==> src/rtl/core/mcr_pkg.sv <==
// ----------------------------------------------------------------------------
// mcr_pkg
// Shared types and constants of the midpoint circle rasterizer: field widths,
// operation codes and the octet descriptor passed from front end to back end.
// ----------------------------------------------------------------------------
`default_nettype none

package mcr_pkg;

	// coordinate range of the center and radius inputs
	localparam int COORD_BITS = 11;
	localparam int IN_W       = 11;	// width of center_x, center_y, radius ports

	// internal state widths
	localparam int OX_W  = 12;
	localparam int OY_W  = 13;
	localparam int DEC_W = 16;
	localparam int PIX_W = 13;
	localparam int COLOR_W = 32;

	// mask applied to center and radius inputs
	localparam logic [IN_W-1:0] CMASK = IN_W'((64'd1 << COORD_BITS) - 64'd1);

	// decision update constants
	localparam logic [DEC_W-1:0] DEC_INIT  = DEC_W'(3);
	localparam logic [DEC_W-1:0] STEP_DIAG = DEC_W'(10);
	localparam logic [DEC_W-1:0] STEP_AXIS = DEC_W'(6);

	localparam logic [COLOR_W-1:0] COLOR_RESET = COLOR_W'(255);

	// pixels per octet
	localparam int PIX_PER_OCTET = 8;
	localparam int CNT_W = $clog2(PIX_PER_OCTET);
	localparam logic [CNT_W-1:0] CNT_LAST = CNT_W'(PIX_PER_OCTET - 1);

	// octet queue
	localparam int QUEUE_DEPTH = 2;
	localparam int QPTR_W = (QUEUE_DEPTH > 1) ? $clog2(QUEUE_DEPTH) : 1;
	localparam int QCNT_W = $clog2(QUEUE_DEPTH + 1);

	// operation codes
	localparam logic OP_START = 1'b0;
	localparam logic OP_STEP  = 1'b1;

	// one octet of mirrored pixels waiting to be emitted
	typedef struct packed {
		logic        [PIX_W-1:0]   cx;
		logic        [PIX_W-1:0]   cy;
		logic        [PIX_W-1:0]   ox;
		logic        [PIX_W-1:0]   oy;
		logic        [COLOR_W-1:0] color;
		logic                      done;
	} octet_t;

endpackage

`default_nettype wire

==> src/rtl/core/mcr_front.sv <==
// ----------------------------------------------------------------------------
// mcr_front
// Front end: takes start and step items, runs one midpoint iteration per
// step, holds the color register and queues an octet for every emitting item.
// ----------------------------------------------------------------------------
`default_nettype none

module mcr_front
	import mcr_pkg::*;
(
	input  wire                clk,
	input  wire                arst_n,
	// item channel
	input  wire                in_valid,
	output logic               in_ready,
	input  wire                op,
	input  wire  [IN_W-1:0]    center_x,
	input  wire  [IN_W-1:0]    center_y,
	input  wire  [IN_W-1:0]    radius,
	// color register write
	input  wire                cfg_we,
	input  wire  [COLOR_W-1:0] cfg_wdata,
	// octet queue push side
	input  wire                q_full,
	output logic               q_push,
	output octet_t             q_data
);

	logic                    [COLOR_W-1:0] color_q;
	logic signed             [OX_W-1:0]    ox_q;
	logic signed             [OY_W-1:0]    oy_q;
	logic signed             [DEC_W-1:0]   dec_q;
	logic                    [IN_W-1:0]    cx_q;
	logic                    [IN_W-1:0]    cy_q;
	logic                                  active_q;

	logic                                  xfer;
	logic                                  is_start;
	logic                                  step_ok;
	logic                                  emit;
	logic                    [IN_W-1:0]    cx_in;
	logic                    [IN_W-1:0]    cy_in;
	logic                    [IN_W-1:0]    r_in;
	logic signed             [OX_W-1:0]    ox_inc;
	logic signed             [OY_W-1:0]    oy_dec;
	logic signed             [OY_W-1:0]    oy_nxt;
	logic signed             [DEC_W-1:0]   dec_nxt;
	logic signed             [DEC_W-1:0]   dec_start;
	logic signed             [DEC_W-1:0]   diff;
	logic                                  dec_pos;
	logic                                  step_done;

	// classify the incoming item
	assign in_ready = !q_full;
	assign xfer     = in_valid && in_ready;
	assign is_start = (op == OP_START);
	assign step_ok  = active_q && !(oy_q < OY_W'(ox_q));
	assign emit     = is_start || step_ok;
	assign q_push   = xfer && emit;

	assign cx_in = center_x & CMASK;
	assign cy_in = center_y & CMASK;
	assign r_in  = radius & CMASK;

	// one midpoint iteration
	always_comb begin
		ox_inc    = ox_q + OX_W'(1);
		oy_dec    = oy_q - OY_W'(1);
		dec_pos   = !dec_q[DEC_W-1] && (dec_q != '0);
		diff      = DEC_W'(ox_inc) - DEC_W'(oy_dec);
		if (dec_pos) begin
			oy_nxt  = oy_dec;
			dec_nxt = dec_q + (diff <<< 2) + STEP_DIAG;
		end else begin
			oy_nxt  = oy_q;
			dec_nxt = dec_q + (DEC_W'(ox_inc) <<< 2) + STEP_AXIS;
		end
		step_done = oy_nxt < OY_W'(ox_inc);
		dec_start = DEC_INIT - DEC_W'({r_in, 1'b0});
	end

	// octet descriptor for the queue
	always_comb begin
		q_data.color = color_q;
		if (is_start) begin
			q_data.cx   = PIX_W'(cx_in);
			q_data.cy   = PIX_W'(cy_in);
			q_data.ox   = '0;
			q_data.oy   = PIX_W'(r_in);
			q_data.done = 1'b0;
		end else begin
			q_data.cx   = PIX_W'(cx_q);
			q_data.cy   = PIX_W'(cy_q);
			q_data.ox   = PIX_W'(ox_inc);
			q_data.oy   = PIX_W'(oy_nxt);
			q_data.done = step_done;
		end
	end

	// circle state and color register
	always_ff @(posedge clk or negedge arst_n) begin
		if (!arst_n) begin
			color_q  <= COLOR_RESET;
			ox_q     <= '0;
			oy_q     <= '0;
			dec_q    <= '0;
			cx_q     <= '0;
			cy_q     <= '0;
			active_q <= 1'b0;
		end else begin
			if (cfg_we) begin
				color_q <= cfg_wdata;
			end
			if (xfer && is_start) begin
				cx_q     <= cx_in;
				cy_q     <= cy_in;
				ox_q     <= '0;
				oy_q     <= OY_W'(r_in);
				dec_q    <= dec_start;
				active_q <= 1'b1;
			end else if (xfer && step_ok) begin
				ox_q  <= ox_inc;
				oy_q  <= oy_nxt;
				dec_q <= dec_nxt;
				if (step_done) begin
					active_q <= 1'b0;
				end
			end
		end
	end

	// a start always leaves a circle in progress at the first offset
	a_start_arms: assert property (@(posedge clk) disable iff (!arst_n)
		(xfer && is_start) |=> (active_q && ox_q == '0))
		else $error("start did not arm the circle");

	// a finishing octet ends the circle
	a_done_ends: assert property (@(posedge clk) disable iff (!arst_n)
		(q_push && q_data.done) |=> !active_q)
		else $error("circle still active after done octet");

endmodule

`default_nettype wire

==> src/rtl/core/mcr_queue.sv <==
// ----------------------------------------------------------------------------
// mcr_queue
// Short register queue of octet descriptors between front end and back end.
// ----------------------------------------------------------------------------
`default_nettype none

module mcr_queue
	import mcr_pkg::*;
(
	input  wire         clk,
	input  wire         arst_n,
	input  wire         push,
	input  wire octet_t push_data,
	output logic        full,
	input  wire         pop,
	output octet_t      head,
	output logic        not_empty
);

	octet_t              mem_q [QUEUE_DEPTH];
	logic [QPTR_W-1:0]   wr_ptr_q;
	logic [QPTR_W-1:0]   rd_ptr_q;
	logic [QCNT_W-1:0]   count_q;

	assign full      = (count_q == QCNT_W'(QUEUE_DEPTH));
	assign not_empty = (count_q != '0);
	assign head      = mem_q[rd_ptr_q];

	// storage, no reset needed
	always_ff @(posedge clk) begin
		if (push) begin
			mem_q[wr_ptr_q] <= push_data;
		end
	end

	// pointers and fill count
	always_ff @(posedge clk or negedge arst_n) begin
		if (!arst_n) begin
			wr_ptr_q <= '0;
			rd_ptr_q <= '0;
			count_q  <= '0;
		end else begin
			if (push) begin
				wr_ptr_q <= (wr_ptr_q == QPTR_W'(QUEUE_DEPTH - 1)) ? '0 : wr_ptr_q + QPTR_W'(1);
			end
			if (pop) begin
				rd_ptr_q <= (rd_ptr_q == QPTR_W'(QUEUE_DEPTH - 1)) ? '0 : rd_ptr_q + QPTR_W'(1);
			end
			if (push && !pop) begin
				count_q <= count_q + QCNT_W'(1);
			end else if (pop && !push) begin
				count_q <= count_q - QCNT_W'(1);
			end
		end
	end

	a_no_overflow: assert property (@(posedge clk) disable iff (!arst_n)
		push |-> (!full || pop))
		else $error("octet queue overflow");

	a_no_underflow: assert property (@(posedge clk) disable iff (!arst_n)
		pop |-> not_empty)
		else $error("octet queue underflow");

endmodule

`default_nettype wire

==> src/rtl/core/mcr_back.sv <==
// ----------------------------------------------------------------------------
// mcr_back
// Back end: walks the eight mirrored pixels of the head octet, one pixel
// per cycle while the output is not stalled, into the output register.
// ----------------------------------------------------------------------------
`default_nettype none

module mcr_back
	import mcr_pkg::*;
(
	input  wire                clk,
	input  wire                arst_n,
	// octet queue pop side
	input  wire                q_valid,
	input  wire octet_t        q_head,
	output logic               q_pop,
	// pixel channel
	output logic               out_valid,
	input  wire                out_ready,
	output logic [PIX_W-1:0]   pixel_x,
	output logic [PIX_W-1:0]   pixel_y,
	output logic [COLOR_W-1:0] pixel_color,
	output logic               last,
	output logic               done_res
);

	logic [CNT_W-1:0]   cnt_q;
	logic               out_valid_q;
	logic [PIX_W-1:0]   px_q;
	logic [PIX_W-1:0]   py_q;
	logic [COLOR_W-1:0] color_q;
	logic               last_q;
	logic               done_q;

	logic               load;
	logic               cnt_end;
	logic [PIX_W-1:0]   a;
	logic [PIX_W-1:0]   b;
	logic [PIX_W-1:0]   px_nxt;
	logic [PIX_W-1:0]   py_nxt;

	assign load    = q_valid && (!out_valid_q || out_ready);
	assign cnt_end = (cnt_q == CNT_LAST);
	assign q_pop   = load && cnt_end;

	// mirror select: bit 2 swaps axes, bit 1 negates x term, bit 0 negates y term
	always_comb begin
		a      = cnt_q[2] ? q_head.oy : q_head.ox;
		b      = cnt_q[2] ? q_head.ox : q_head.oy;
		px_nxt = cnt_q[1] ? (q_head.cx - a) : (q_head.cx + a);
		py_nxt = cnt_q[0] ? (q_head.cy - b) : (q_head.cy + b);
	end

	// pixel counter and output register
	always_ff @(posedge clk or negedge arst_n) begin
		if (!arst_n) begin
			cnt_q       <= '0;
			out_valid_q <= 1'b0;
		end else begin
			if (load) begin
				cnt_q       <= cnt_q + CNT_W'(1);
				out_valid_q <= 1'b1;
			end else if (out_ready) begin
				out_valid_q <= 1'b0;
			end
		end
	end

	always_ff @(posedge clk) begin
		if (load) begin
			px_q    <= px_nxt;
			py_q    <= py_nxt;
			color_q <= q_head.color;
			last_q  <= cnt_end;
			done_q  <= cnt_end && q_head.done;
		end
	end

	assign out_valid   = out_valid_q;
	assign pixel_x     = px_q;
	assign pixel_y     = py_q;
	assign pixel_color = color_q;
	assign last        = last_q;
	assign done_res    = done_q;

	// the eighth pixel carries the last flag
	a_last_on_eighth: assert property (@(posedge clk) disable iff (!arst_n)
		q_pop |=> (out_valid_q && last_q))
		else $error("eighth pixel lost its last flag");

	// the counter only moves together with a pixel load
	a_cnt_moves: assert property (@(posedge clk) disable iff (!arst_n)
		!load |=> $stable(cnt_q))
		else $error("pixel counter moved without a load");

endmodule

`default_nettype wire

==> src/rtl/core/midpoint_circle_rasterizer_unit.sv <==
// ----------------------------------------------------------------------------
// midpoint_circle_rasterizer_unit
// Midpoint circle rasterizer: start and step items in, mirrored pixels out.
// ----------------------------------------------------------------------------
//  Input channel (in_valid/in_ready): op 0 starts a circle at center_x,
//  center_y with the given radius; op 1 advances one iteration. Each start,
//  and each step while a circle is in progress, yields eight pixels on the
//  output channel (out_valid/out_ready), the eighth flagged by last, and by
//  done_res when the circle is complete. A step with no circle in progress
//  is accepted and yields nothing. cfg_we/cfg_wdata write the pixel
//  color; the value at item transfer goes with that item's pixels.
//  After the item transfer the octet is written into the queue, then its
//  first pixel is loaded into the output register. The output register
//  sends one pixel per cycle while out_ready is high; the front end runs
//  one iteration per cycle while the queue is not full, and a two-entry
//  octet queue lets it take the next item meanwhile.
//  Reset clears the circle state, empties the queue and sets the color to
//  0x000000FF. When the receiver stalls, the output register holds its pixel,
//  the queue fills, and in_ready drops once two octets are waiting.
// ----------------------------------------------------------------------------
`default_nettype none

module midpoint_circle_rasterizer_unit
	import mcr_pkg::*;
(
	input  wire                clk,
	input  wire                arst_n,
	input  wire                in_valid,
	output logic               in_ready,
	input  wire                op,
	input  wire  [IN_W-1:0]    center_x,
	input  wire  [IN_W-1:0]    center_y,
	input  wire  [IN_W-1:0]    radius,
	output logic               out_valid,
	input  wire                out_ready,
	output logic [PIX_W-1:0]   pixel_x,
	output logic [PIX_W-1:0]   pixel_y,
	output logic [COLOR_W-1:0] pixel_color,
	output logic               last,
	output logic               done_res,
	input  wire                cfg_we,
	input  wire  [COLOR_W-1:0] cfg_wdata
);

	logic   q_full;
	logic   q_push;
	octet_t q_data;
	logic   q_pop;
	octet_t q_head;
	logic   q_valid;

	mcr_front u_front (
		.clk       (clk),
		.arst_n    (arst_n),
		.in_valid  (in_valid),
		.in_ready  (in_ready),
		.op        (op),
		.center_x  (center_x),
		.center_y  (center_y),
		.radius    (radius),
		.cfg_we    (cfg_we),
		.cfg_wdata (cfg_wdata),
		.q_full    (q_full),
		.q_push    (q_push),
		.q_data    (q_data)
	);

	mcr_queue u_queue (
		.clk       (clk),
		.arst_n    (arst_n),
		.push      (q_push),
		.push_data (q_data),
		.full      (q_full),
		.pop       (q_pop),
		.head      (q_head),
		.not_empty (q_valid)
	);

	mcr_back u_back (
		.clk         (clk),
		.arst_n      (arst_n),
		.q_valid     (q_valid),
		.q_head      (q_head),
		.q_pop       (q_pop),
		.out_valid   (out_valid),
		.out_ready   (out_ready),
		.pixel_x     (pixel_x),
		.pixel_y     (pixel_y),
		.pixel_color (pixel_color),
		.last        (last),
		.done_res    (done_res)
	);

endmodule

`default_nettype wire
==> config.mk <==
export PLATFORM = sky130hd
export DESIGN_NAME = midpoint_circle_rasterizer_unit
export DESIGN_NICKNAME = d
export VERILOG_FILES = /design/src/rtl/core/mcr_pkg.sv /design/src/rtl/core/mcr_front.sv /design/src/rtl/core/mcr_queue.sv /design/src/rtl/core/mcr_back.sv /design/src/rtl/core/midpoint_circle_rasterizer_unit.sv
export SDC_FILE = /design/constraint.sdc
export NUM_CORES = 1
export LEC_CHECK = 0
export CORE_MARGIN = 2
export CORE_UTILIZATION = 46
export CTS_CLUSTER_SIZE = 10
export DETAILED_ROUTE_END_ITERATION = 10
export DONT_BUFFER_PORTS = 1
export GPL_TIMING_DRIVEN = 0
export SLEW_MARGIN = 20
export SYNTH_ARGS = -nofsm -noshare
export SYNTH_HDL_FRONTEND = slang
export SYNTH_HIERARCHICAL = 1
export SYNTH_SLANG_ARGS = --single-unit
==> constraint.sdc <==
create_clock -name clk -period 7.07 [get_ports clk]
set_input_delay 0.707 -clock clk [delete_from_list [all_inputs] [get_ports clk]]
set_output_delay 0.707 -clock clk [all_outputs]
set_load 0.03 [all_outputs]
==> flow_summary.toml <==
[run_status]
outcome = "complete, no violations"

[sta]
clock_skew_ns = 0.03380
setup-violations-final = 0
period_minus_slack_ns = 5.624
clock.fmax_mhz = 177.8
report.final.slew_viol_count = 0
worst_pin_slew_ns = 1.101
rsz0062_at_grt = "no"
timing.final.crit_share_pct = 79.54
fin_setup_tns_ns = 0
whs_ns = 0.03292
slew_headroom_pct = 26.58
finalHoldViolations = 0

[yosys]
async_flop_share_pct = 31.14
synth.most_common_cell = "edfxtp_1"
dominantRegCellSynth = "edfxtp_1"
synth_edf_count = 230
synthTopCellsByArea = "edfxtp_1 (37%), dfrtp_1 (13%), ha_1 (8.3%)"
syn_inst = 1539
synth_top_cell_by_area = "edfxtp_1"
yosysWarnings = 6
ys_ff_latch = 334
synth_commonest_cells = "edfxtp_1 (230), nand2_1 (126), ha_1 (124)"
synth_area_per_cell_um2 = 12.19
synth_top_area_share_pct = 36.83
synth.distinct_cells = 80
synth_area_um2 = 18750
ys_seq_area_share_pct = 50.76

[clock_network]
htree_levels = 2
clk-insertion-delay-late_ns = 0.56
cts_hold_buf = 2
clock_sinks = 334
post_cts_buffers = 0
clk_pin_slew_worst_paths_ns = 0.06
root_buffer = "clkbuf_16"
cts_buffer_depth = 3
post_cts_resized = 0
cts_tree = "built"
cts_buffers = 41

[worst_setup_path]
arrival_ns = 6.12
worst-setup-path-type = "reg2reg"
cp-end-kind = "flop"
critical_path_required_ns = 7.57
path_max_fanout = 7
cp-start-kind = "flop"

[layout]
fin_cells = 2151
nNetsFinal = 1794
fillers = 3466
syn_to_final_growth_pct = 11.30
fin_area_um2 = 20870
layout-drive-gt1-share_pct = 17.10
diodes = 0

[route]
wl_per_cell_um = 20.78
drt_iter0_drc = 700
vias_per_cell = 5.575
drc = 0
firstDrtPassIters = 5
ant_nets = 0
routed_wl_um = 44700
num_vias = 11990

[grt]
use_met2_pct = 35.65
busiest_layer = "met2"
grt_pass1_wl_um = 68540
grt_start_max_net_pins = 101
gr-usage-met3_pct = 3.059
grt_antenna_before_repair = 1
grt.overflow.total = 0
grt_pass1_vias = 12200
grtUsageTotal_pct = 21.39
met1_usage_pct = 28.00

[hold_path]
hold_path.class = "in2async"

[job]
cap_violations = 0

[floorplan]
ioPinCount = 133
die-width_um = 205.9
dieArea_um2 = 42400
rows = 73
start_util_pct = 46.88
die_y_um = 205.9
coreArea_um2 = 40010

[placement]
port_buffers = 0
place_area_um2 = 19610
dp_cells = 2074
dp_hpwl_um = 32760
gp_congestion = 0.8804
## registers in the layout (all words and copies together) (netlist names), 2 cells and up
signal,cells
u_back/cnt_q,3
u_back/pixel_color,32
u_back/pixel_x,13
u_back/pixel_y,13
u_front/color_q,32
u_front/cx_q,11
u_front/cy_q,11
u_front/dec_q,16
u_front/ox_q,12
u_front/oy_q,13
u_queue/count_q,2
u_queue/mem_q,170
## critical path: stages (launching register included)
cell       delay (ns)
dfrtp_1          0.53
ha_1             0.27
nand3_1          0.23
nor4_1           0.66
xnor2_1          0.30
inv_1            0.15
ha_1             0.38
a21oi_1          0.22
o21ai_0          0.18
a21o_1           0.22
a21oi_1          0.17
xnor2_1          0.19
ha_1             0.29
ha_1             0.36
and2_1           0.19
a2111oi_0        0.40
a211oi_1         0.15
o2111ai_1        0.11
a21boi_0         0.34
a22o_1           0.20
## placed cells by master (no fill, tap or decap), types with 7 or more instances in the layout
master	Yosys	routed
nor3_1	27	27
buf_2	14	14
nor3b_1	10	10
mux2i_1	29	29
dfstp_2	8	8
and2_1	9	8
a211oi_1	20	20
o2111ai_1	7	7
inv_1	61	60
nor2_1	94	94
o21a_1	10	10
a21oi_1	49	49
mux2_2	112	112
clkbuf_1	33	58
nand2_1	126	126
ha_1	124	124
a21o_1	22	22
a21boi_0	7	7
clkbuf_16	0	41
a31oi_1	8	8
mux2_4	40	40
o21ai_0	62	62
dfrtp_1	96	96
nand4_1	7	7
nor4_1	18	18
buf_12	4	7
xnor2_1	86	86
xor2_1	56	56
edfxtp_1	230	230
nand3_1	15	15
o31ai_1	11	11
nor2b_1	23	22
nand2b_1	10	10
## metal layers
layer  wire length [µm]  up-vias
met5                  0        -
met3               2079       85
met4               1561        0
met1              19420     5884
met2              21640      289
li1                   -     5733
## path summary, 6_finish.rpt
kind,to,depth (start not counted),slack (ns),startpoint
min in group clk,u_front/cx_q[6],2,0.25,center_x[6]
max in group asynchronous,u_front/color_q[7],1,6.30,arst_n
hold / removal,u_front/cx_q[2],1,0.03,arst_n
setup reg to reg,u_front/dec_q[15],19,1.45,u_front/ox_q[0]
hold reg to reg,u_queue/mem_q[0][27],0,0.45,u_front/color_q[26]
setup / recovery,u_front/dec_q[15],19,1.45,u_front/ox_q[0]
## stage by stage
step	utilization [%]	setup slack (ns)
final	52.18	1.446
after global placement	48.55	-2.225
after floorplan	-	0.7773
after global routing	52.18	0.9342
after detailed placement	49.02	1.536
after CTS	52.18	1.512
## cell families (layout without fill, tap and decap cells)
| logic type | after synthesis | after routing | share of synthesized area [%] |
|---|---|---|---|
| AND/OR/NAND/NOR | 383 | 383 | 10.21 |
| buffers and inverters | 126 | 210 | 3.302 |
| flip-flops | 334 | 334 | 50.76 |
| multiplexers | 183 | 183 | 11.72 |
| adder cells (fa/ha/maj) | 129 | 129 | 8.806 |
| other | 1 | 4 | 0.02000 |
| XOR/XNOR | 142 | 142 | 6.632 |
| AO/OA/AOI/OAI | 241 | 241 | 8.560 |
## layout make-up
| cell class | instances | area, µm² | share of cell area, % |
|---|---|---|---|
| clock inverter | 9 | 103.9 | 0.4975 |
| inverter | 61 | 231.5 | 1.109 |
| clock buffer | 66 | 1120 | 5.365 |
| timing repair buffer | 9 | 207.7 | 0.9950 |
| tap | 525 | 656.9 | 3.147 |
| buffer | 65 | 390.4 | 1.870 |
| multi-input combinational | 1082 | 8645 | 41.41 |
| sequential | 334 | 9519 | 45.60 |
Power is left out: the tool's default activity adds up to more than one toggle a clock period on the data nets, which glitch-free logic cannot reach.
